File: config.mk
export PLATFORM = sky130hd
export DESIGN_NAME = sha1he_queue
export DESIGN_NICKNAME = d
export VERILOG_FILES = /design/src/rtl/sha1he_pkg.sv /design/src/rtl/sha1he_queue.sv
export SDC_FILE = /design/constraint.sdc
export NUM_CORES = 1
export LEC_CHECK = 0
export ABC_CLOCK_PERIOD_IN_PS = 2700
export BUFFER_PORTS_ARGS = -buffer_cell sky130_fd_sc_hd__buf_2
export CAP_MARGIN = 5
export CORE_MARGIN = 1.5
export CORE_UTILIZATION = 50
export DETAILED_ROUTE_END_ITERATION = 7
export GPL_TIMING_DRIVEN = 0
export PLACE_DENSITY = 0.74
export SYNTH_ARGS = -nofsm -noshare
export SYNTH_HDL_FRONTEND = slang
export SYNTH_SLANG_ARGS = --single-unit
File: constraint.sdc
create_clock -name clock -period 2.7 [get_ports clock]
set_input_delay 0.135 -clock clock [delete_from_list [all_inputs] [get_ports clock]]
set_output_delay 0.135 -clock clock [all_outputs]
set_load 0.05 [all_outputs]
File: src/rtl/sha1he_pkg.sv
// Shared types, constants and helpers for the SHA-1 hash engine.
package sha1he_pkg;

   localparam int unsigned BlockBytes        = 64;
   localparam int unsigned BlockWords        = 16;
   localparam int unsigned DigestWords       = 5;
   localparam int unsigned RoundCount        = 80;
   localparam int unsigned QueueDepthDefault = 4;
   localparam int unsigned LengthBytePos     = 56;

   localparam logic [2:0] MaxBytes  = 3'd4;
   localparam logic [7:0] PadByte   = 8'h80;
   localparam logic [6:0] LastRound = 7'd79;
   localparam logic [6:0] Stage1End = 7'd20;
   localparam logic [6:0] Stage2End = 7'd40;
   localparam logic [6:0] Stage3End = 7'd60;
   localparam logic [2:0] LastDigestIdx = 3'd4;

   localparam logic [DigestWords-1:0][31:0] InitHash = {
      32'hC3D2E1F0, 32'h10325476, 32'h98BADCFE, 32'hEFCDAB89, 32'h67452301
   };

   localparam logic [31:0] RoundK0 = 32'h5A827999;
   localparam logic [31:0] RoundK1 = 32'h6ED9EBA1;
   localparam logic [31:0] RoundK2 = 32'h8F1BBCDC;
   localparam logic [31:0] RoundK3 = 32'hCA62C1D6;

   // One message beat after classification.
   typedef struct packed {
      logic [31:0] word;
      logic [2:0]  count;
      logic        last;
   } item_type;

   // Block hand-off control from the packer to the compression unit.
   typedef struct packed {
      logic valid;
      logic is_final;
   } dispatch_type;

   typedef logic [BlockWords-1:0][31:0] block_type;

endpackage

File: src/rtl/sha1he_queue.sv
// Small FIFO that decouples the input stage from the block packer.
module sha1he_queue import sha1he_pkg::*; #(
   parameter int unsigned Depth = QueueDepthDefault
) (
   input  logic     clock,
   input  logic     reset,
   input  logic     in_valid,
   output logic     in_ready,
   input  item_type in_item,
   output logic     out_valid,
   input  logic     out_ready,
   output item_type out_item
);

   localparam int unsigned PtrW = (Depth > 1) ? $clog2(Depth) : 1;
   localparam int unsigned CntW = $clog2(Depth + 1);
   localparam logic [PtrW-1:0] PtrLast = PtrW'(Depth - 1);
   localparam logic [CntW-1:0] CntFull = CntW'(Depth);

   item_type            mem_ff [Depth];
   logic [PtrW-1:0]     wr_ptr_ff, wr_ptr_in;
   logic [PtrW-1:0]     rd_ptr_ff, rd_ptr_in;
   logic [CntW-1:0]     cnt_ff, cnt_in;
   logic                push, pop;

   assign in_ready  = (cnt_ff != CntFull);
   assign out_valid = (cnt_ff != '0);
   assign push      = in_valid && in_ready;
   assign pop       = out_valid && out_ready;
   assign out_item  = mem_ff[rd_ptr_ff];

   always_comb begin
      wr_ptr_in = wr_ptr_ff;
      rd_ptr_in = rd_ptr_ff;
      cnt_in    = cnt_ff;
      if (push) begin
         wr_ptr_in = (wr_ptr_ff == PtrLast) ? '0 : wr_ptr_ff + 1'b1;
      end
      if (pop) begin
         rd_ptr_in = (rd_ptr_ff == PtrLast) ? '0 : rd_ptr_ff + 1'b1;
      end
      if (push && !pop) begin
         cnt_in = cnt_ff + 1'b1;
      end else if (pop && !push) begin
         cnt_in = cnt_ff - 1'b1;
      end
   end

   always_ff @(posedge clock) begin
      if (reset) begin
         wr_ptr_ff <= '0;
         rd_ptr_ff <= '0;
         cnt_ff    <= '0;
      end else begin
         wr_ptr_ff <= wr_ptr_in;
         rd_ptr_ff <= rd_ptr_in;
         cnt_ff    <= cnt_in;
      end
      if (push) begin
         mem_ff[wr_ptr_ff] <= in_item;
      end
   end

endmodule

### After elaboration in Yosys (flattened, before gate mapping)

Memory sizes are Yosys's and may differ from the RTL's. A register that Yosys moved wholly into a read port is not among the register bits.
Index checks and enable logic that the tools add are counted.

* output and inout port bits: 38
* bits in writable memories: 144
* memories kept: 1
* register bits: 7
* word-level logic and storage cells: 27
* input bits: 40

Memory list
* mem_ff: words 4, bits a word 36, read ports 1, clocked after memory_dff 1, write ports 1, line sha1he_queue.sv:20 `item_type mem_ff [Depth];`

* eq/ne operators: 3
* reductions and logical operators: 8
* add/subtract/negate cells: 4
* muxes and demuxes: 8

Operator list (number)
* $mux W2: 4
* $mux W3: 2
* $add A2 B1 Y2 const B: 2
* $eq A2 B2 Y1 const B: 2
* $logic_and A1 B1 Y1: 4
* $add A3 B1 Y3 const B: 1
* $ne A3 B3 Y1 const B: 1
* $reduce_bool A3 Y1: 1
* $sub A3 B1 Y3 const B: 1
* $logic_not A1 Y1: 2
* $mux W1: 2
* $reduce_bool A2 Y1: 1

### Depth between registers and ports, before layout

* depth in word-level cells: 6
* mapped depth: 9
* mapped depth without buffers: 8

### Worst setup path after synthesis

No wires, ideal clock.

* kind: register -> register
* from: reg cnt_ff[0]
* to: reg cnt_ff[2]
* clock period less this slack: 2.384 ns
* stages on the path, launching flop included: 10
* data required time: 2.630 ns
* arrival: 2.314 ns
* slack: 0.316 ns
* library setup time: 0.070 ns
* path through: dfxtp_1 > or3b_1 > clkbuf_2 > and2_4 > ha_1 > inv_1 > fa_1 > xor2_1 > or3_2 > a21oi_1

* longest elaborated chain between the ends: 5

RTL lines
* start, declared: line sha1he_queue.sv:23 `logic [CntW-1:0] cnt_ff, cnt_in;`
* start signal, assigned: line sha1he_queue.sv:57 `cnt_ff <= cnt_in;`
* $ne A3 B3 Y1 *: line sha1he_queue.sv:26 `assign in_ready = (cnt_ff != CntFull);`
* via in_ready: line sha1he_queue.sv:8 `output logic in_ready,`
* $logic_and A1 B1 Y1 *: line sha1he_queue.sv:28 `assign push = in_valid && in_ready;`
* via push: line sha1he_queue.sv:24 `logic push, pop;`
* $logic_not A1 Y1: line sha1he_queue.sv:44 `end else if (pop && !push) begin`
* $logic_and A1 B1 Y1: line sha1he_queue.sv:44
* $reduce_bool A2 Y1 (no line)

Mark *: on every way through the listed nets, which the timed path passes. The rest lies on a longest branch. The select of a mux whose other input is x is not followed.
A chain may end at the register's enable or synchronous reset.

### Worst setup path in the final report

* from: reg cnt_ff[0]
* to: reg cnt_ff[2]

* longest elaborated chain between the ends: 5

RTL lines
* branches (longest 5 deep; another with $sub A3 B1 Y3)

Several ways; the timed one is not identified. The select of a mux whose other input is x is not followed.

==> summary.md <==
| Metric | Value |
|---|---|
| Hold path cells | 3 |
| Placed Cells | 452 |
| VDD IR max | 0.643 mV |
| Crit path kind | reg -> reg |
| Final Setup Violations | 0 |
| Worst slack, placed | 0.310 ns |
| CTS clk-pin slew, worst paths | 0.06 ns |
| Register area share after synthesis | 0.795 |
| Hold Violations, Final | 0 |
| # H-tree levels | 4 |
| CTS Hold Bufs | 36 |
| Fin. max-slew vios | 0 |
| Power Density | 1010 nW/um^2 |
| Layout cells sized above 1 | 0.416 |
| Ports | 78 |
| Met2 Wirelength | 5020 um |
| Leak pwr | 2.50 nW |
| Setup bufs post-CTS | 0 |
| Global-route wire length before repair | 14900 um |
| Iteration-0 DRC Markers | 144 |
| Site Rows | 38 |
| CP Max Fanout | 5 |
| Grt ovf | 0 |
| Commonest non-fill, non-tap cell in the layout | edfxtp_1 |
| Core area | 10900 um^2 |
| Ant diodes | 0 |
| Startpoint types | flop |
| Tmin final | 2.39 ns |
| Die span in x | 109 um |
| Period utilization | 0.885 |
| Critical R2R Launch | cnt_ff[0]$_SDFFE_PP0P_ |
| Clock Root Buffer | clkbuf_16 |
| Min-Delay Startpoint | in_valid |
| Worst min path class | in -> reg |
| Total GRT Usage | 0.177 |
| Seq cells post-synth | 153 |
| Clk_skew | 0.00819 ns |
| Drt first pass iters | 4 |
| Worst-Margin Slew | 0.971 ns |
| Net count after synthesis | 283 |
| Wirelength per Cell | 18.4 um |
| MaxCap Viol Count | 0 |
| Maximum number of pins on one net before global-route repair | 37 |
| Ordered list of cells on the worst path | o31ai_1 > ha_1 > inv_1 > fa_1 > xor2_1 > or3_2 > a21oi_1 |
| FMAX | 419 MHz |
| Endpoint, Worst Hold | wr_ptr_ff[0]$_SDFFE_PP0P_ |
| # fillers | 732 |
| DR vias | 2746 |
| Antenna violations before repair | 0 |
| Critical Path End Type | flop |
| Reg-to-reg endpoint | cnt_ff[2]$_SDFFE_PP0P_ |
| Drt total wl | 9590 um |
| Slew HR | 0.353 |
| Total Power | 7.23 mW |
| Synth unique cells | 27 |
| Die ar. | 12000 um^2 |
| DP HPWL | 5640 um |
| TritonCTS Buffers | 17 |
| Mapped Area | 5660 um^2 |
| Post-CTS sizing | 0 |
| CP peak stage delay | 0.49 ns |
| Antenna Nets Post-Route | 0 |
| Final worst slack | 0.312 ns |
| Synth area leaders | edfxtp_1, mux4_2, dfxtp_1 |
| Post-synthesis area per instance | 24.0 um^2 |
| GP Congestion | 0.664 |
| Slowest CP cell | o31ai_1 |
| Top layer in use | met4 |
| Worst-Skew Late Latency | 0.41 ns |
| Status | finished clean |
| Reg2Reg Depth | 7 |
| Met1 wire length | 3910 um |
| Non-Filler Instances | 520 |
| Port bufs | 76 |
| Via density per instance | 5.28 |
| YS warnings | 0 |
| CTS tree | done |
| Flop2flop setup slack | 0.31 ns |
| Sink Count | 153 |
| Met3 wire length | 529 um |
| Post-layout util | 0.655 |
| Critical Path RT | 3.04 ns |
| Most frequent cells in the layout | edfxtp_1, buf_2, mux4_2, dlygate4sd3_1, clkbuf_16 |
| Cells after synthesis | 236 |
| Worst path arrival time | 2.73 ns |
| Die Span Y | 109 um |
| Setup TNS | 0 ns |
| Area delta synth->final | 26.6% |
| Number of global-route vias before repair | 2917 |
| Drt drc | 0 |
| Initial Utilization | 0.518 |
| Area leader, netlist | edfxtp_1 |
| Unrepaired setup endpoints after global routing | no |
| Max clock buf depth | 2 |
| Top cell type's share of synthesized area | 0.764 |
| Final #Nets | 414 |
[where the power goes]
| part | switching, mW | internal [mW] |
|---|---|---|
| logic | 1.37 | 0.647 |
| clock network | 0.907 | 1.34 |
| registers | 0.0825 | 2.89 |
[synthesized netlist by cell type]
cell,count
nor3_1,1
fa_1,1
a21oi_1,2
ha_1,6
clkbuf_1,1
o31ai_1,1
or3_2,2
buf_4,3
xor2_1,2
nor2_1,3
mux4_2,36
clkbuf_2,2
inv_1,3
buf_1,3
or3b_1,1
edfxtp_1,144
nand2b_1,2
and3_2,4
nand3_1,1
mux2i_1,3
dfxtp_1,9
o21ai_0,1
and2_4,1
or3_1,1
o31ai_2,1
nand2_1,1
buf_2,1
[through the flow]
step	hold WS [ns]	area [um^2]
4_1_cts	0.00367	7170
2_1_floorplan	0.234	5660
3_3_place_gp	0.346	6220
5_1_grt	0.0344	7170
3_5_place_dp	0.351	6220
6_report	0.0242	7170
[flip-flops by register name, summed over array words and instances (netlist names), named ones only]
name,count
mem_ff,144
cnt_ff,3
rd_ptr_ff,2
wr_ptr_ff,2
[critical path, delay by kind of cell, from the launching register on]
family                   cells  cell delay (ns)
adder cells (fa/ha/maj)      2             0.65
flip-flops                   1             0.36
AND/OR/NAND/NOR              1             0.41
XOR/XNOR                     1             0.18
buffers and inverters        1             0.06
AO/OA/AOI/OAI                2             0.65
[cells by family (layout without fill, tap and decap cells)]
| logic type | count (synthesis) | count (layout) | share of synthesized area |
|---|---|---|---|
| and+or+nand+nor | 17 | 17 | 0.0188 |
| muxes | 39 | 39 | 0.148 |
| AOI/OAI and AO/OA | 5 | 5 | 0.00619 |
| adders and majority gates | 7 | 7 | 0.0168 |
| buffers and inverters | 13 | 157 | 0.0113 |
| DFF | 153 | 153 | 0.795 |
| xor gates and xnor gates | 2 | 2 | 0.00309 |
[area by class of cell]
class                   instances  area, um^2  share of cell area
flip-flops and latches        153        4500               0.628
multi-input cells              70        1090               0.153
repair buffers                112         741               0.103
clock buffers                  21         503              0.0702
well taps                     140         175              0.0244
clock inverters                11        85.1              0.0119
plain buffers                  10        52.6             0.00733
inverters                       3        11.3             0.00157
[worst max-delay path by stage]
stage | endpoint | from | cells past startpoint | slack (ns)
floorplan | cnt_ff[2]$_SDFFE_PP0P_ | cnt_ff[0]$_SDFFE_PP0P_ | 9 | 0.32
global placement | cnt_ff[2]$_SDFFE_PP0P_ | cnt_ff[0]$_SDFFE_PP0P_ | 7 | 0.39
detailed placement | cnt_ff[2]$_SDFFE_PP0P_ | cnt_ff[0]$_SDFFE_PP0P_ | 7 | 0.31
CTS | cnt_ff[2]$_SDFFE_PP0P_ | cnt_ff[1]$_SDFFE_PP0P_ | 7 | 0.29
global route | cnt_ff[2]$_SDFFE_PP0P_ | cnt_ff[0]$_SDFFE_PP0P_ | 7 | 0.17
finish | cnt_ff[2]$_SDFFE_PP0P_ | cnt_ff[0]$_SDFFE_PP0P_ | 7 | 0.31
[routing by layer]
layer | track usage | vias up
met2 | 0.291 | 79
met5 | 0 | -
met4 | 0.0751 | 0
met1 | 0.215 | 1394
li1 | - | 1258
met3 | 0.0599 | 15
Power figures use the tool's default switching activity.
