**config.mk**
```make
export PLATFORM = sky130hd
export DESIGN_NAME = sha1he_front
export DESIGN_NICKNAME = d
export VERILOG_FILES = /design/src/rtl/sha1he_pkg.sv /design/src/rtl/sha1he_front.sv
export SDC_FILE = /design/constraint.sdc
export NUM_CORES = 1
export LEC_CHECK = 0
export BUFFER_PORTS_ARGS = -buffer_cell sky130_fd_sc_hd__buf_2
export CORE_UTILIZATION = 40
export CTS_BUF_LIST = sky130_fd_sc_hd__clkbuf_16
export DETAILED_ROUTE_END_ITERATION = 8
export GPL_ROUTABILITY_DRIVEN = 0
export PLACE_DENSITY = 0.83
export SYNTH_ARGS = -nofsm -noshare
export SYNTH_HDL_FRONTEND = slang
export SYNTH_SLANG_ARGS = --single-unit
```
**constraint.sdc**
```tcl
create_clock -name clock -period 1.22 [get_ports clock]
set_input_delay 0.061 -clock clock [delete_from_list [all_inputs] [get_ports clock]]
set_output_delay 0.061 -clock clock [all_outputs]
set_load 0.03 [all_outputs]
```
**src/rtl/sha1he_pkg.sv**
```systemverilog
// Shared types, constants and helpers for the SHA-1 hash engine.
package sha1he_pkg;

   localparam int unsigned BlockBytes        = 64;
   localparam int unsigned BlockWords        = 16;
   localparam int unsigned DigestWords       = 5;
   localparam int unsigned RoundCount        = 80;
   localparam int unsigned QueueDepthDefault = 4;
   localparam int unsigned LengthBytePos     = 56;

   localparam logic [2:0] MaxBytes  = 3'd4;
   localparam logic [7:0] PadByte   = 8'h80;
   localparam logic [6:0] LastRound = 7'd79;
   localparam logic [6:0] Stage1End = 7'd20;
   localparam logic [6:0] Stage2End = 7'd40;
   localparam logic [6:0] Stage3End = 7'd60;
   localparam logic [2:0] LastDigestIdx = 3'd4;

   localparam logic [DigestWords-1:0][31:0] InitHash = {
      32'hC3D2E1F0, 32'h10325476, 32'h98BADCFE, 32'hEFCDAB89, 32'h67452301
   };

   localparam logic [31:0] RoundK0 = 32'h5A827999;
   localparam logic [31:0] RoundK1 = 32'h6ED9EBA1;
   localparam logic [31:0] RoundK2 = 32'h8F1BBCDC;
   localparam logic [31:0] RoundK3 = 32'hCA62C1D6;

   // One message beat after classification.
   typedef struct packed {
      logic [31:0] word;
      logic [2:0]  count;
      logic        last;
   } item_type;

   // Block hand-off control from the packer to the compression unit.
   typedef struct packed {
      logic valid;
      logic is_final;
   } dispatch_type;

   typedef logic [BlockWords-1:0][31:0] block_type;

endpackage

```
**src/rtl/sha1he_front.sv**
```systemverilog
// Input stage: accept message beats, clamp the byte count, register the item.
module sha1he_front import sha1he_pkg::*; (
   input  logic        clock,
   input  logic        reset,
   input  logic        in_valid,
   output logic        in_ready,
   input  logic [31:0] in_word,
   input  logic [2:0]  in_count,
   input  logic        in_last,
   output logic        out_valid,
   input  logic        out_ready,
   output item_type    out_item
);

   logic     valid_ff, valid_in;
   item_type item_ff, item_in;
   logic     take;

   assign in_ready = !valid_ff || out_ready;
   assign take     = in_valid && in_ready;

   always_comb begin
      valid_in = valid_ff;
      item_in  = item_ff;
      if (out_ready) begin
         valid_in = 1'b0;
      end
      if (take) begin
         valid_in      = 1'b1;
         item_in.word  = in_word;
         // counts above four mean a full word
         item_in.count = (in_count > MaxBytes) ? MaxBytes : in_count;
         item_in.last  = in_last;
      end
   end

   always_ff @(posedge clock) begin
      if (reset) begin
         valid_ff <= 1'b0;
      end else begin
         valid_ff <= valid_in;
      end
      item_ff <= item_in;
   end

   assign out_valid = valid_ff;
   assign out_item  = item_ff;

endmodule

```
Yosys cells after proc, flatten, opt, wreduce, memory -nomap -nowiden
Index checks and enable logic that the tools add are counted.
{ "classes": {"reduce_logical": 4, "muxes": 2, "order_cmp": 1} }
{ "ops": {"columns": ["op", "n"], "rows": [
  ["$gt 3x3->1 const B", 1],
  ["$mux 1", 2],
  ["$reduce_bool 2->1", 1],
  ["$logic_and 1x1->1", 1],
  ["$logic_not 1->1", 1],
  ["$logic_or 1x1->1", 1]
]} }
{ "word_totals": {"out_inout_bits": 38, "wordCells": 11, "ff_bits": 37} }

Longest topological paths before layout
Gate-level depths: netlist of run 1.
{ "logic_depth": {"ltp_word": 4, "depth_mapped": 2, "mapped_depth_nobuf": 2} }

Worst setup path after synthesis of run 1
No wires, ideal clock.
{ "synth_timing": {"path_kind": "register to register", "startpoint": "reg valid_ff, in the netlist out_valid", "endpoint": "reg item_ff (netlist bit out_item[0]), enable pin", "stages_incl_launch_ff": 3, "setup_time_ns": 0.346, "setup_slack_ns": -0.110, "period_less_slack_ns": 1.330, "path_buffers": 0, "t_arrival_ns": 0.984, "cell_sequence": "dfxtp_1 -> nand2b_4 -> and2_4"} }
{ "synth_via": {"elab_chain_len": 3} }
{ "synth_rtl": {"columns": ["element", "line_no", "source"], "rows": [
  ["start, declared", "sha1he_front.sv:15", "logic valid_ff, valid_in;"],
  ["start signal, assigned", "sha1he_front.sv:41", "valid_ff <= valid_in;"],
  ["$logic_not 1->1", "sha1he_front.sv:19", "assign in_ready = !valid_ff || out_ready;"],
  ["$logic_or 1x1->1", "sha1he_front.sv:19", null],
  ["named net in_ready", "sha1he_front.sv:6", "output logic in_ready,"],
  ["$logic_and 1x1->1", "sha1he_front.sv:20", "assign take = in_valid && in_ready;"],
  ["named net take", "sha1he_front.sv:17", "logic take;"],
  ["end signal, assigned", "sha1he_front.sv:43", "item_ff <= item_in;"],
  ["end, declared", "sha1he_front.sv:16", "item_type item_ff, item_in;"]
]} }
The timed path passes the listed nets, and every way through them passes these cells.
A chain may end at the register's enable or synchronous reset.

Worst setup path after layout of run 1
{ "layout_timing": {"startpoint": "reg valid_ff, in the netlist out_valid", "endpoint": "reg item_ff (netlist bit out_item[19]), enable pin"} }
{ "layout_via": {"elab_chain_len": 3} }
{ "layout_rtl": {"columns": ["element", "line_no"], "rows": [
  ["$logic_not 1->1", "sha1he_front.sv:19"],
  ["$logic_or 1x1->1", "sha1he_front.sv:19"],
  ["$logic_and 1x1->1", "sha1he_front.sv:20"],
  ["named net take", "sha1he_front.sv:17"]
]} }
The timed path passes the listed nets, and every way through them passes these cells.

==> impl_metrics.ini, run 1 <==
[outcome]
outcome = finished, final reports clean

[cells_and_area]
layout-drive-gt1-share_pct = 54.5
areaGrowthSynthToFinish_pct = 85.1
antenna_cells = 0
multi_input_area_um2 = 43.8
fin_nets = 204
final_util_pct = 78.0
register_area_um2 = 1100
final_cell_mix = 77 x buf_2, 36 x edfxtp_1, 35 x dlygate4sd3_1
layout_commonest_cell = buf_2
fillers = 151
stdcell_area_um2 = 2130
stdcell_count = 196

[timing]
min_period_over_period_pct = 85.9
period_needed_ns = 1.05
finalClockSkew_ns = 0.00506
hold_viol_final = 0
rsz0062_at_grt = no
setup_viol = 0
maxSlewHeadroom_pct = 88.0
setup_ws_ns = 0.172
report.final.slew_viol_count = 0
clock.fmax_mhz = 954
tightest_slew_ns = 0.181

[placed_design]
dp_cells = 153
dp_slack_ns = 0.184
port_buffers = 77
placed_cell_area_um2 = 1620

[floorplanning]
die_area_um2 = 3100
io_pins = 78
start_util_pct = 42.2
die_y_um = 55.7
std_cell_rows = 19
die_w_um = 55.7
core_area_um2 = 2730

[critical_path]
ff2ff_setup_slack_ns = 0.17
crit_fanout = 20
path_cells = nand2b_4, and2_4, buf_12
critical-path-max-stage-delay_ns = 0.35
required_ns = 1.21
rr_endpoint = out_item[19]
r2r_cells = 3
r2r-start = out_valid
critPathArrivalTime_ns = 1.04
startpoint_type = flop
path_class = reg2reg
end_kind = flop
cp_slowest_cell = dfxtp_4

[yosys]
syn_avg_cell_area_um2 = 26.2
synthesis.area_um2 = 1150
synthTopCellsByArea = edfxtp_1 94%, dfxtp_1 1.7%, nand2b_4 1.2%
synth_seq_area_share_pct = 95.5
synth.top_cell.area_share_pct = 93.8
ys_ff_latch = 37
ys_types = 8
syn_inst = 44
synth_warnings = 0
post-synth-top-area-cell = edfxtp_1
syn-num-nets = 84

[clock_tree]
cts_tree = built
postCtsSetupBuffers = 0
htree_levels = 2
ctsHoldBuffers = 35
postCtsResizedCells = 0
cts.path.max_buffers = 2
clk_pin_slew_ns = 0.06
clk_latency_ns = 0.28
cts_sinks = 37
clockRootBuffer = clkbuf_16
cts_buffers = 5

[global_routing]
first_global_vias = 983
grt_max_degree = 21
grt_pass1_wl_um = 4780
antenna_found_initial = 0
gr-total-overflow = 0
grt_usage_pct = 22.4

[pwr]
power_leakage_nw = 0.926
vdd_drop_max_mv = 1.68
powerDensity_nw_per_um2 = 1580

[worst_hold_path]
min_from = in_valid
hold_depth = 3
min_to = out_valid
hp-class = in2reg

[drt]
wl_per_cell_um = 16.0
vias = 886
ant_nets = 0
vias_per_cell = 4.52
totalWireLength_um = 3140
drt-initial-drc-count = 27
drt_first_pass_iters = 6
drt_drc_violations_left = 0

[job]
drv_cap = 0
state kept, by name, summed over array words and instances (netlist names):
signal and count:
out_valid 1, out_item 36
per-stage QoR:
stage          power (mW)  TNS (ns)  hold WS, ns
2_1_floorplan        1.72    -0.715        0.114
3_3_place_gp         1.86         0        0.212
3_5_place_dp         1.87         0        0.218
4_1_cts              3.36         0       0.0233
5_1_grt              3.46         0       0.0529
6_report             3.37         0       0.0314
how the worst max path moves through the flow:
stage	start	slack, ns	cells after the start	end
after floorplan	out_valid	-0.02	2	out_item[0]
after CTS	out_valid	0.18	3	out_item[19]
final	out_valid	0.17	3	out_item[19]
after detailed placement	out_valid	0.18	3	out_item[19]
after global placement	out_valid	0.20	3	out_item[21]
after global routing	out_valid	0.15	3	out_item[19]
kinds of logic after synthesis:
family | Yosys count | synth area share [%]
flops | 37 | 95.5
simple gates | 4 | 3.04
buf+inv | 2 | 0.651
compound gates | 1 | 0.760
where the power goes:
group	total [mW]	switching, mW	internal (mW)
clock	1.43	0.472	0.955
combinational	0.441	0.252	0.189
sequential	1.50	0.0210	1.48
layout make-up:
| type | count | share of cell area (%) |
|---|---|---|
| clock buffers | 5 | 5.87 |
| clock inverters | 3 | 1.94 |
| inverters | 1 | 0.176 |
| multi-input cells | 5 | 2.05 |
| flip-flops and latches | 37 | 51.8 |
| well taps | 31 | 1.82 |
| repair buffers | 114 | 36.4 |
synthesized netlist by cell type:
cell and instances:
nand2b_4 1, and2_4 1, edfxtp_1 36, dfxtp_1 1
inv_1 1, nor2b_1 2, a21oi_2 1, clkbuf_1 1
worst max-delay path: cells and delay by family (launching register included):
family / cells / cell delay [ns]
DFF: 1 / 0.35
and+or+nand+nor: 2 / 0.24
buffers and inverters: 1 / 0.16
metal layers:
layer	GRT usage [%]	share of wire (%)	vias up
li1	-	-	408
met1	23.2	35	402
met2	37.2	50	64
met3	10.5	11	12
met4	12.9	3.4	0
met5	0	0	-
Note: power is estimated with default switching activity, not from simulation.
==> run 2, diff against run 1 <==
--- a/config.mk
+++ b/config.mk
@@ -6,10 +6,13 @@
 export NUM_CORES = 1
 export LEC_CHECK = 0
 export BUFFER_PORTS_ARGS = -buffer_cell sky130_fd_sc_hd__buf_2
-export CORE_UTILIZATION = 40
+export CELL_PAD_IN_SITES_DETAIL_PLACEMENT = 2
+export CELL_PAD_IN_SITES_GLOBAL_PLACEMENT = 2
+export CORE_UTILIZATION = 26
 export CTS_BUF_LIST = sky130_fd_sc_hd__clkbuf_16
 export DETAILED_ROUTE_END_ITERATION = 8
 export GPL_ROUTABILITY_DRIVEN = 0
+export GPL_TIMING_DRIVEN = 0
 export PLACE_DENSITY = 0.83
 export SYNTH_ARGS = -nofsm -noshare
 export SYNTH_HDL_FRONTEND = slang
==> impl_metrics.ini, run 2 (synthesis results as in run 1) <==
[floorplanning]
std_cell_rows = 23
io_pins = 78
die_area_um2 = 4700
die_y_um = 68.6
core_area_um2 = 4120
die_w_um = 68.6
start_util_pct = 28.0

[cells_and_area]
stdcell_count = 214
antenna_cells = 0
final_util_pct = 51.4
final_cell_mix = 77 x buf_2, 36 x edfxtp_1, 34 x dlygate4sd3_1
layout_commonest_cell = buf_2
areaGrowthSynthToFinish_pct = 83.6
stdcell_area_um2 = 2120
layout-drive-gt1-share_pct = 53.7
fin_nets = 203
largest_reg_flops = 36

[drt]
drt-initial-drc-count = 61
ant_nets = 0
drt_drc_violations_left = 0
vias = 885
drt_first_pass_iters = 3
totalWireLength_um = 3450
wl_per_cell_um = 16.1
vias_per_cell = 4.14

[worst_hold_path]
hp-class = in2reg
hold_depth = 3

[global_routing]
grt_max_degree = 19
gr-total-overflow = 0
grt_pass1_wl_um = 5060
first_global_vias = 1018
grt_usage_pct = 15.9
antenna_found_initial = 0

[timing]
finalSetupTns_ns = 0
finalClockSkew_ns = 0.00394
maxSlewHeadroom_pct = 83.8
period_needed_ns = 1.06
report.final.slew_viol_count = 0
hold_viol_final = 0
clock.fmax_mhz = 941
tightest_slew_ns = 0.243
rsz0062_at_grt = no
setup_ws_ns = 0.157
setup_viol = 0
hold_ws_ns = 0.0720
min_period_over_period_pct = 87.1

[clock_tree]
clk_latency_ns = 0.27
cts_buffers = 5
cts_sinks = 37
cts.path.max_buffers = 2
htree_levels = 2
clk_pin_slew_ns = 0.05
clockRootBuffer = clkbuf_16
cts_tree = built

[critical_path]
path_cells = nand2b_4, and2_4
critPathArrivalTime_ns = 1.02
required_ns = 1.18
startpoint_type = flop
path_class = reg2reg
r2r_cells = 2
critPathTopFamily = simple AND/OR/NAND/NOR gates
path_buf_inv = 0
cp_slowest_cell = dfxtp_4
worst-path-stages = 2
critical-path-max-stage-delay_ns = 0.35
end_kind = flop
crit_fanout = 18

[placed_design]
dp_cells = 171
port_buffers = 77
dp_hpwl_um = 1930
placed_cell_area_um2 = 1600
dp_slack_ns = -0.0182

[pwr]
powerDensity_nw_per_um2 = 1570
p_comb_share_pct = 12.7
internal-power_mw = 2.61
p_sw_mw = 0.712
pwr-share-clk_pct = 41.8
vdd_drop_max_mv = 0.720
finalPower_mw = 3.32
switching_share_pct = 21.5
power_leakage_nw = 0.915
p_seq_share_pct = 45.4

[outcome]
outcome = finished, final reports clean

[job]
drv_cap = 0
run 2: changes by cell type in the layout (fill, tap and decap cells not counted):
cell           change
buf_12             -2
clkinvlp_4         -1
and2_4             +1
dlygate4sd3_1      -1
inv_1              +1
clkbuf_1           +1
run 2: path summary, 6_finish.rpt:
kind	start	end	slack (ns)
worst min register to register	out_valid	out_valid	0.53
worst min-delay path	in_valid	out_valid	0.07
worst max-delay path	out_valid	out_item[6]	0.16
worst max register to register	out_valid	out_item[6]	0.16
run 2: tightest hold or removal path, stage by stage:
cell	delay [ns]
buf_2	0.13
inv_1	0.07
a21oi_2	0.04
run 2: area by class of cell:
type,instances,area [um2]
plain buffers,1,3.75
fillers,391,2000
clock buffers,5,125
flip-flops and latches,37,1100
clock inverters,3,37.5
multi-input cells,6,52.6
repair buffers,111,726
well taps,50,62.6
inverters,1,3.75
run 2: power groups by stage:
| stage | logic, mW | clock network, mW | registers [mW] |
|---|---|---|---|
| final | 0.423 | 1.39 | 1.51 |
| after floorplan | 0.0369 | 0 | 1.68 |
| after CTS | 0.415 | 1.42 | 1.51 |
| after detailed placement | 0.329 | 0 | 1.53 |
| after global placement | 0.322 | 0 | 1.53 |
| after global routing | 0.449 | 1.49 | 1.51 |
run 2: what timing repair did:
item	4_1_cts	5_1_grt
gates cloned	1	0
buffers inserted	0	0
hold buffers	34	0
endpoints found under the hold margin	34	0
pin swaps	1	0
endpoints found under the setup margin	36	18
gates resized for setup	0	1
run 2: per-layer routing:
metal / wire (um) / track usage (%) / part of all wire, %
met1: 1090 / 16.1 / 32
met2: 1940 / 28.4 / 56
met3: 393 / 7.57 / 11
met4: 15 / 5.47 / 0.44
met5: 0 / 0 / 0
