### src/rtl/sha1he_pkg.sv
// Shared types, constants and helpers for the SHA-1 hash engine.
package sha1he_pkg;

   localparam int unsigned BlockBytes        = 64;
   localparam int unsigned BlockWords        = 16;
   localparam int unsigned DigestWords       = 5;
   localparam int unsigned RoundCount        = 80;
   localparam int unsigned QueueDepthDefault = 4;
   localparam int unsigned LengthBytePos     = 56;

   localparam logic [2:0] MaxBytes  = 3'd4;
   localparam logic [7:0] PadByte   = 8'h80;
   localparam logic [6:0] LastRound = 7'd79;
   localparam logic [6:0] Stage1End = 7'd20;
   localparam logic [6:0] Stage2End = 7'd40;
   localparam logic [6:0] Stage3End = 7'd60;
   localparam logic [2:0] LastDigestIdx = 3'd4;

   localparam logic [DigestWords-1:0][31:0] InitHash = {
      32'hC3D2E1F0, 32'h10325476, 32'h98BADCFE, 32'hEFCDAB89, 32'h67452301
   };

   localparam logic [31:0] RoundK0 = 32'h5A827999;
   localparam logic [31:0] RoundK1 = 32'h6ED9EBA1;
   localparam logic [31:0] RoundK2 = 32'h8F1BBCDC;
   localparam logic [31:0] RoundK3 = 32'hCA62C1D6;

   // One message beat after classification.
   typedef struct packed {
      logic [31:0] word;
      logic [2:0]  count;
      logic        last;
   } item_type;

   // Block hand-off control from the packer to the compression unit.
   typedef struct packed {
      logic valid;
      logic is_final;
   } dispatch_type;

   typedef logic [BlockWords-1:0][31:0] block_type;

endpackage

### src/rtl/sha1he_compress.sv
// Compression unit: 80 rounds, one per cycle, chaining and digest output.
module sha1he_compress import sha1he_pkg::*; (
   input  logic         clock,
   input  logic         reset,
   input  dispatch_type dispatch,
   input  block_type    block,
   output logic         comp_ready,
   output logic         out_valid,
   input  logic         out_ready,
   output logic [31:0]  out_word,
   output logic [2:0]   out_index,
   output logic         out_last
);

   typedef enum logic [1:0] {C_IDLE, C_ROUND, C_FINISH} state_type;

   state_type                    state_ff, state_in;
   logic [DigestWords-1:0][31:0] work_ff, work_in;
   logic [DigestWords-1:0][31:0] chain_ff, chain_in;
   logic [DigestWords-1:0][31:0] dig_ff, dig_in;
   block_type                    sched_ff, sched_in;
   logic [6:0]                   round_ff, round_in;
   logic                         final_ff, final_in;
   logic                         out_valid_ff, out_valid_in;
   logic [2:0]                   idx_ff, idx_in;

   logic [31:0] a, b, c, d, e, f, k, tmp, wx;
   logic [DigestWords-1:0][31:0] sum;

   assign a = work_ff[0];
   assign b = work_ff[1];
   assign c = work_ff[2];
   assign d = work_ff[3];
   assign e = work_ff[4];

   always_comb begin
      if (round_ff < Stage1End) begin
         f = (b & c) | (~b & d);
         k = RoundK0;
      end else if (round_ff < Stage2End) begin
         f = b ^ c ^ d;
         k = RoundK1;
      end else if (round_ff < Stage3End) begin
         f = (b & c) | (b & d) | (c & d);
         k = RoundK2;
      end else begin
         f = b ^ c ^ d;
         k = RoundK3;
      end
   end

   assign tmp = {a[26:0], a[31:27]} + f + e + k + sched_ff[0];
   assign wx  = sched_ff[13] ^ sched_ff[8] ^ sched_ff[2] ^ sched_ff[0];

   always_comb begin
      for (int i = 0; i < DigestWords; i++) begin
         sum[i] = chain_ff[i] + work_ff[i];
      end
   end

   assign comp_ready = (state_ff == C_IDLE);

   always_comb begin
      state_in     = state_ff;
      work_in      = work_ff;
      chain_in     = chain_ff;
      dig_in       = dig_ff;
      sched_in     = sched_ff;
      round_in     = round_ff;
      final_in     = final_ff;
      out_valid_in = out_valid_ff;
      idx_in       = idx_ff;

      // drain the digest one word per beat
      if (out_valid_ff && out_ready) begin
         for (int i = 0; i < DigestWords - 1; i++) begin
            dig_in[i] = dig_ff[i+1];
         end
         idx_in = idx_ff + 1'b1;
         if (idx_ff == LastDigestIdx) begin
            out_valid_in = 1'b0;
         end
      end

      unique case (state_ff)
         C_IDLE: begin
            if (dispatch.valid) begin
               work_in  = chain_ff;
               sched_in = block;
               round_in = '0;
               final_in = dispatch.is_final;
               state_in = C_ROUND;
            end
         end
         C_ROUND: begin
            work_in[4] = d;
            work_in[3] = c;
            work_in[2] = {b[1:0], b[31:2]};
            work_in[1] = a;
            work_in[0] = tmp;
            for (int i = 0; i < BlockWords - 1; i++) begin
               sched_in[i] = sched_ff[i+1];
            end
            sched_in[BlockWords-1] = {wx[30:0], wx[31]};
            round_in = round_ff + 1'b1;
            if (round_ff == LastRound) begin
               state_in = C_FINISH;
            end
         end
         C_FINISH: begin
            if (!final_ff) begin
               chain_in = sum;
               state_in = C_IDLE;
            end else if (!out_valid_in) begin
               // hold until the previous digest has fully drained
               dig_in       = sum;
               idx_in       = '0;
               out_valid_in = 1'b1;
               chain_in     = InitHash;
               state_in     = C_IDLE;
            end
         end
         default: begin
            state_in = C_IDLE;
         end
      endcase
   end

   always_ff @(posedge clock) begin
      if (reset) begin
         state_ff     <= C_IDLE;
         chain_ff     <= InitHash;
         work_ff      <= '0;
         out_valid_ff <= 1'b0;
         idx_ff       <= '0;
      end else begin
         state_ff     <= state_in;
         chain_ff     <= chain_in;
         work_ff      <= work_in;
         out_valid_ff <= out_valid_in;
         idx_ff       <= idx_in;
      end
      dig_ff   <= dig_in;
      sched_ff <= sched_in;
      round_ff <= round_in;
      final_ff <= final_in;
   end

   assign out_valid = out_valid_ff;
   assign out_word  = dig_ff[0];
   assign out_index = idx_ff;
   assign out_last  = (idx_ff == LastDigestIdx);

endmodule

### config.mk
export PLATFORM = sky130hd
export DESIGN_NAME = sha1he_compress
export DESIGN_NICKNAME = d
export VERILOG_FILES = /design/src/rtl/sha1he_pkg.sv /design/src/rtl/sha1he_compress.sv
export SDC_FILE = /design/constraint.sdc
export NUM_CORES = 2
export LEC_CHECK = 0
export BUFFER_PORTS_ARGS = -buffer_cell sky130_fd_sc_hd__buf_2
export CORE_ASPECT_RATIO = 0.6
export CORE_MARGIN = 2
export CORE_UTILIZATION = 49
export CTS_CLUSTER_SIZE = 40
export DETAILED_ROUTE_END_ITERATION = 6
export GPL_TIMING_DRIVEN = 0
export PLACE_DENSITY = 0.68
export SYNTH_ARGS = -nofsm -noshare
export SYNTH_HDL_FRONTEND = slang
export SYNTH_SLANG_ARGS = --single-unit
### constraint.sdc
create_clock -name clock -period 7.15 [get_ports clock]
set_input_delay 1.43 -clock clock [delete_from_list [all_inputs] [get_ports clock]]
set_output_delay 1.43 -clock clock [all_outputs]
set_load 0.03 [all_outputs]
---- Word level (Yosys, flattened, before mapping) ----
Cells that the tools add are included.
Widths: inputs -> output; s select.
storage, ports and cells
  register bits ........................... 1006
  logic and storage cells ................. 111
  ROM bits ................................ 0
  output and inout port bits .............. 38
  bits of input ports ..................... 517
  memories kept ........................... 0
  latch bits .............................. 0
  bits in writable memories ............... 0
cells by class
  reduce and logical (&&, ||, !) cells .... 8
  mux-type cells .......................... 31
  add/sub/neg operators ................... 11
  magnitude comparators ................... 3
  shift operators ......................... 0
  eq/ne operators ......................... 8
  bitwise logic cells ..................... 14
  div/mod/pow operators ................... 0
  multipliers ............................. 0
operator list
  kind                 number
  $pmux 512 s2         1
  $mux 128             4
  $mux 512             1
  $mux 160             3
  $pmux 160 s2         1
  $add 32x32->32       9
  $mux 32              5
  $xor 32x32->32       5
  $and 32x32->32       4
  $or 32x32->32        3
  $not 32->32          1
  $mux 31              1
  $lt 7x6->1 const B   2
  $pmux 7 s2           1
  $mux 3               4
  $mux 2               4
  $add 7x1->7 const B  1
  $eq 7x7->1 const B   1
  $lt 7x5->1 const B   1
  $mux 7               1
  $ne 2x2->1 const B   3
  $pmux 2 s3           1
  $reduce_and 2->1     3
  $reduce_and 3->1     2
  10 further kinds     13

---- Longest topological paths before layout ----
  word-level depth ........................ 11
  mapped depth ............................ 23
  depth with buffers taken out ............ 22

---- Least setup slack after synthesis ----
OpenSTA, ideal clock, no wires.
  path kind ............................... flip-flop to flip-flop
  start ................................... reg round_ff[2]
  end ..................................... reg work_ff, in the netlist a[31]
  period minus slack after synthesis ...... 5.466 ns
  arrival ................................. 5.380 ns
  slack ................................... 1.684 ns
  cell stages (with the launch flop) ...... 22
  buffers on the path ..................... 1
  library setup time ...................... 0.086 ns
  cell sequence ........................... edfxtp_1 > and3_1 > nor3_1 > nor2_1 > clkbuf_1 > a221oi_1 > fa_1 > inv_1 > fa_1 > ha_1 > fa_1 > a21o_1 > a21oi_2 > o21ai_2 > a211oi_2 > o41ai_2 > a311o_2 > a221oi_4 > o221ai_2 > a21oi_2 > xnor2_1 > a211oi_2
on the way
  longest elaborated chain between the ends .. 9
ends and longest elaborated chain
  what                              line                    RTL
  start, declared                   sha1he_compress.sv:22   logic [6:0] round_ff, round_in;
  start signal, assigned            sha1he_compress.sv:145  round_ff <= round_in;
  $lt 7x6->1                        sha1he_compress.sv:43   end else if (round_ff < Stage3End) begin
  $mux 32                           sha1he_compress.sv:43
  $mux 32                           sha1he_compress.sv:40   end else if (round_ff < Stage2End) begin
  $mux 32                           sha1he_compress.sv:37   if (round_ff < Stage1End) begin
  $add 32x32->32 (2 in series)      sha1he_compress.sv:52   assign tmp = {a[26:0], a[31:27]} + f + e + k + sched_ff[0];
  $add 32x32->32 (*) (2 in series)  sha1he_compress.sv:52
  $pmux 160 s2 (*)                  sha1he_compress.sv:85   unique case (state_ff)
  end signal, assigned              sha1he_compress.sv:139  work_ff <= work_in;
  end, declared                     sha1he_compress.sv:18   logic [DigestWords-1:0][31:0] work_ff, work_in;
Mark *: on every way between the ends. The rest lies on a longest branch, timed or not.
A chain may end at the register's enable or synchronous reset.

---- Worst setup path after layout ----
  start ................................... reg round_ff[4]
  end ..................................... reg work_ff, in the netlist a[29]
Same word-level chain as after synthesis.

==> tab_implementation.tex <==
\begin{tabular}{lr}
\hline
Metric & Value \\
\hline
\multicolumn{2}{l}{\textbf{Synth}} \\
Dominant cells by area after synthesis & edfxtp\_1 31\%, dfxtp\_1 17\%, nand2\_1 14\%, fa\_1 4.6\%, ha\_1 4.5\% \\
Fraction of registers with async set or reset after synthesis & 0\% \\
Netlist Area Pre-Place & about 0.054 mm2 \\
Cell accounting for the most synthesized area & edfxtp\_1 \\
Post-synthesis xor/xnor area fraction & 4.468\% \\
Number of enable-type register cells in the synthesized netlist & 552 \\
Proportion of netlist area held by the largest area contributor & 30.64\% \\
Number of storage elements in the synthesis netlist & 1,006 \\
Net count after synthesis & 6,728 \\
Top\_reg\_cell synth & edfxtp\_1 \\
Netlist cell types & 87 \\
Synthesized netlist cell count & between 5,000 and 6,000 \\
Combinational family with the most area after synthesis & simple AND/OR/NAND/NOR gates \\
Mux contribution to synthesized area & 2.653\% \\
Synthesized-area fraction occupied by adder cells & 9.135\% \\
Sequential share of the synthesized area & a little under half \\
Simple-gate area share of the yosys netlist & 18.67\% \\
Post-synthesis compound-gate area fraction & 13.42\% \\
Average instance area after synthesis & 9.184 um2 \\
Yosys synthesis warning count & 0 \\
\multicolumn{2}{l}{\textbf{Pwr}} \\
Share of power burned in the clock network & approximately 22\% \\
Pleak & between 0.02 and 0.03 uW \\
Fraction of power spent switching nets & 42.85\% \\
Internal Power & 14,300 uW \\
Switching power of the nets & 10,720 uW \\
Share of power burned in registers & 35.3\% \\
Peak VDD IR & 0.5157 mV \\
Power per cell area & 401.8 mW/mm2 \\
Share of total power in combinational logic & 42.5\% \\
\multicolumn{2}{l}{\textbf{Critical path}} \\
Endpoint required time on the critical path & 7.74 ns \\
Highest cell delay on the worst timing path & 0.63 ns \\
WS Path Type & reg -> reg \\
Type of origin of the critical path & flip-flop \\
Cell family with most CP delay & compound AO/OA/AOI/OAI gates \\
CP dominant cell by count & fa\_1 \\
Endpoint arrival time on the critical path & 7.72 ns \\
Worst path buffer plus inverter count & 2 \\
Slowest cell on the critical path & xnor2\_1 \\
Worst Path Max Fanout & 10 \\
Kind of end point of the critical path & flip-flop \\
Cell-by-cell listing of the critical path & and3\_1, nor3\_1, nor2\_1, clkbuf\_1, a221oi\_2, fa\_1, inv\_1, fa\_1, ha\_1, fa\_1, a21o\_1, a21oi\_2, o21ai\_2, a211oi\_2, o41ai\_2, a311o\_2, a221oi\_4, o21ai\_0, xnor2\_1, a211oi\_1 \\
\multicolumn{2}{l}{\textbf{Timing}} \\
Worst relative slew slack & 1.153\% \\
Final setup violation count & 0 \\
Highest clock rate & 140.3 MHz \\
Final Hold Fails & 0 \\
Total count of max-transition violations in the final report & 0 \\
Worst hold slack across all endpoints & 0.5008 ns \\
Worst-margin pin slew & 1.483 ns \\
Period utilization & 99.66\% \\
Clock skew & 0.03004 ns \\
Time the final worst path needs with I/O delays and setup & approximately 7.1 ns \\
\multicolumn{2}{l}{\textbf{Clocking}} \\
Post-CTS setup repair buffer count & 0 \\
Later-pin clock latency in the skew report & 0.74 ns \\
Number of H-tree levels & 3 \\
Number of buffers between clock root and the deepest sink & 3 \\
TritonCTS Buffers & 98 \\
Cell at the root of the clock tree & clkbuf\_16 \\
Sink count of the clock tree & 1,006 \\
Clock slew at the register clock pins of the worst setup and hold paths & 0.08 ns \\
TritonCTS clock tree & yes \\
\multicolumn{2}{l}{\textbf{Global route}} \\
Wire length of the first global-routing pass & 311,400 um \\
Largest net degree at the start of global routing & 124 \\
Tot GR Track Use & 38.95\% \\
Gr ovfl total & 0 \\
Via count of the first global-routing pass & approximately 43,000 \\
Number of antenna violations at the first check in global routing & 46 \\
\multicolumn{2}{l}{\textbf{Drt}} \\
Wire per inst & 28.05 um \\
Vias per cell & about 6.0 \\
Iteration count of the initial detailed-routing pass & 7 \\
Total wire length after detailed routing & 228,600 um \\
Post-route DRC & 5 \\
Antenna viol nets, final & 0 \\
Total number of vias & about 50,000 \\
Initial DRC count & between 7,000 and 8,000 \\
\multicolumn{2}{l}{\textbf{Flow run}} \\
Max\_cap viols & 0 \\
\multicolumn{2}{l}{\textbf{Floorplanning}} \\
Width of the die & 433.0 um \\
Num rows & 94 \\
Number of placed I/O pins & 555 \\
Area of the die & 0.1132 mm2 \\
Die extent in y & 261.4 um \\
Initial core utilization & 49.41\% \\
Area of the core & approximately 0.11 mm2 \\
\multicolumn{2}{l}{\textbf{Status}} \\
Run status & finished, violations left \\
Failing checks & design-rule violations \\
\multicolumn{2}{l}{\textbf{Final layout}} \\
Fraction of layout cells with a size suffix above 1 & 12.02\% \\
Final std cell area, no fill & roughly 0.062 mm2 \\
Count of filler cells inserted in the layout & roughly 9,900 \\
Most common cell after layout, fill and taps aside & nand2\_1 \\
Most used cells in the layout excluding fill and tap cells & 1,973 x nand2\_1, 553 x buf\_2, 552 x edfxtp\_1 \\
Final net count & 7,387 \\
Layout-stage area growth over the synthesis result & 15.09\% \\
\multicolumn{2}{l}{\textbf{Worst hold path}} \\
Type of the tightest min-delay check & reg -> reg \\
\multicolumn{2}{l}{\textbf{Placement}} \\
Final GP Congestion & about 1.1 \\
Hpwl dp & 185,700 um \\
Standard cell area after detailed placement & roughly 0.06 mm2 \\
Quantity of I/O buffers inserted on ports & between 500 and 600 \\
\hline
\end{tabular}
## final timing paths
kind                              from                  to  slack, ns  depth (start not counted)
max reg2reg  round_ff[4]$_SDFFCE_PN0P_  a[29]$_SDFFE_PP0P_       0.02                         20
min reg2reg  chain_ff[34]$_SDFFE_PP0P_   b[2]$_SDFFE_PP0P_       0.50                          2
min          chain_ff[34]$_SDFFE_PP0P_   b[2]$_SDFFE_PP0P_       0.50                          2
max          round_ff[4]$_SDFFCE_PN0P_  a[29]$_SDFFE_PP0P_       0.02                         20
## state kept, by name, indices dropped and copies added, names as in the netlist
register / flops
state_ff: 2
sched_ff: 512
out_valid: 1
out_index: 3
a: 32
d: 32
final_ff: 1
round_ff: 7
b: 32
c: 32
e: 32
dig_ff: 128
out_word: 32
chain_ff: 160
## power by group through the flow
stage	sequential, uW	combinational (uW)	clock, uW
final	8830	10600	5550
after global routing	8810	11300	5750
after CTS	8630	10200	5540
after detailed placement	8750	10100	0
after global placement	8780	9960	0
after floorplan	7910	7010	0
## cells by family after synthesis
group / count (synthesis)
compound gates: 1031
xor+xnor: 276
fa+ha+maj: 320
flops: 1006
buf+inv: 563
simple gates: 2553
mux: 142
## Yosys cell counts (33+ instances only)
library cell     n
ha_1           195
mux2i_1        131
edfxtp_1       552
nor2_1         348
a21oi_1        190
a22oi_1         40
o21ai_0        224
xor2_1          64
and3_1          41
buf_4           33
dfxtp_1        454
inv_1          215
xnor2_1        212
nand2_1       1973
nor3_1          36
a211oi_1        40
a311oi_1       142
nand3_1         42
clkbuf_1       283
a221o_1         81
fa_1           125
a21o_1          89
## worst reg2reg max path, cell delays in order (launching register included)
cell	delay, ns
edfxtp_1	0.48
and3_1	0.26
nor3_1	0.55
nor2_1	0.17
clkbuf_1	0.47
a221oi_2	0.49
fa_1	0.44
inv_1	0.08
fa_1	0.42
ha_1	0.25
fa_1	0.47
a21o_1	0.18
a21oi_2	0.25
o21ai_2	0.16
a211oi_2	0.31
o41ai_2	0.19
a311o_2	0.51
a221oi_4	0.39
o21ai_0	0.16
xnor2_1	0.63
a211oi_1	0.16
## timing repair
item,CTS,global route
hold endpoints to repair,0,0
gates resized for setup,0,9
setup endpoints to repair,0,5
hold buffers,0,0
## layout make-up
cell class                 count  area, um2  area share, %
clock inverter                52      623.1          1.001
clock buffer                 129       2680          4.304
antenna                       30      75.07         0.1206
inverter                     217      814.5          1.308
tap                         1488       1862          2.990
timing repair buffer         559       2905          4.666
multi-input combinational   4322      26170          42.03
sequential                  1006      25660          41.22
buffer                       346       1475          2.369
## stage by stage
stage / worst slack (ns) / total power (uW) / util [%] / TNS, ns / cells
after floorplan: 1.684 / 14930 / - / 0 / 5891
after global placement: 0.08549 / 18740 / 53.64 / 0 / 7932
after detailed placement: 0.06015 / 18850 / 53.76 / 0 / 7937
after CTS: 0.06224 / 24350 / 56.78 / 0 / 8118
after global routing: -0.02760 / 25900 / 56.85 / -0.05504 / 8140
final: 0.02416 / 25020 / 56.87 / 0 / 8149
## routing by layer
| layer | up-vias | share of wire (%) | track usage, % |
|---|---|---|---|
| met3 | 399 | 19 | 22.48 |
| met1 | 23490 | 42 | 56.91 |
| met2 | 3180 | 37 | 47.48 |
| met5 | - | 0.10 | 0.6557 |
| met4 | 22 | 2.7 | 10.35 |
| li1 | 21590 | - | - |
Power figures use the tool's default switching activity.
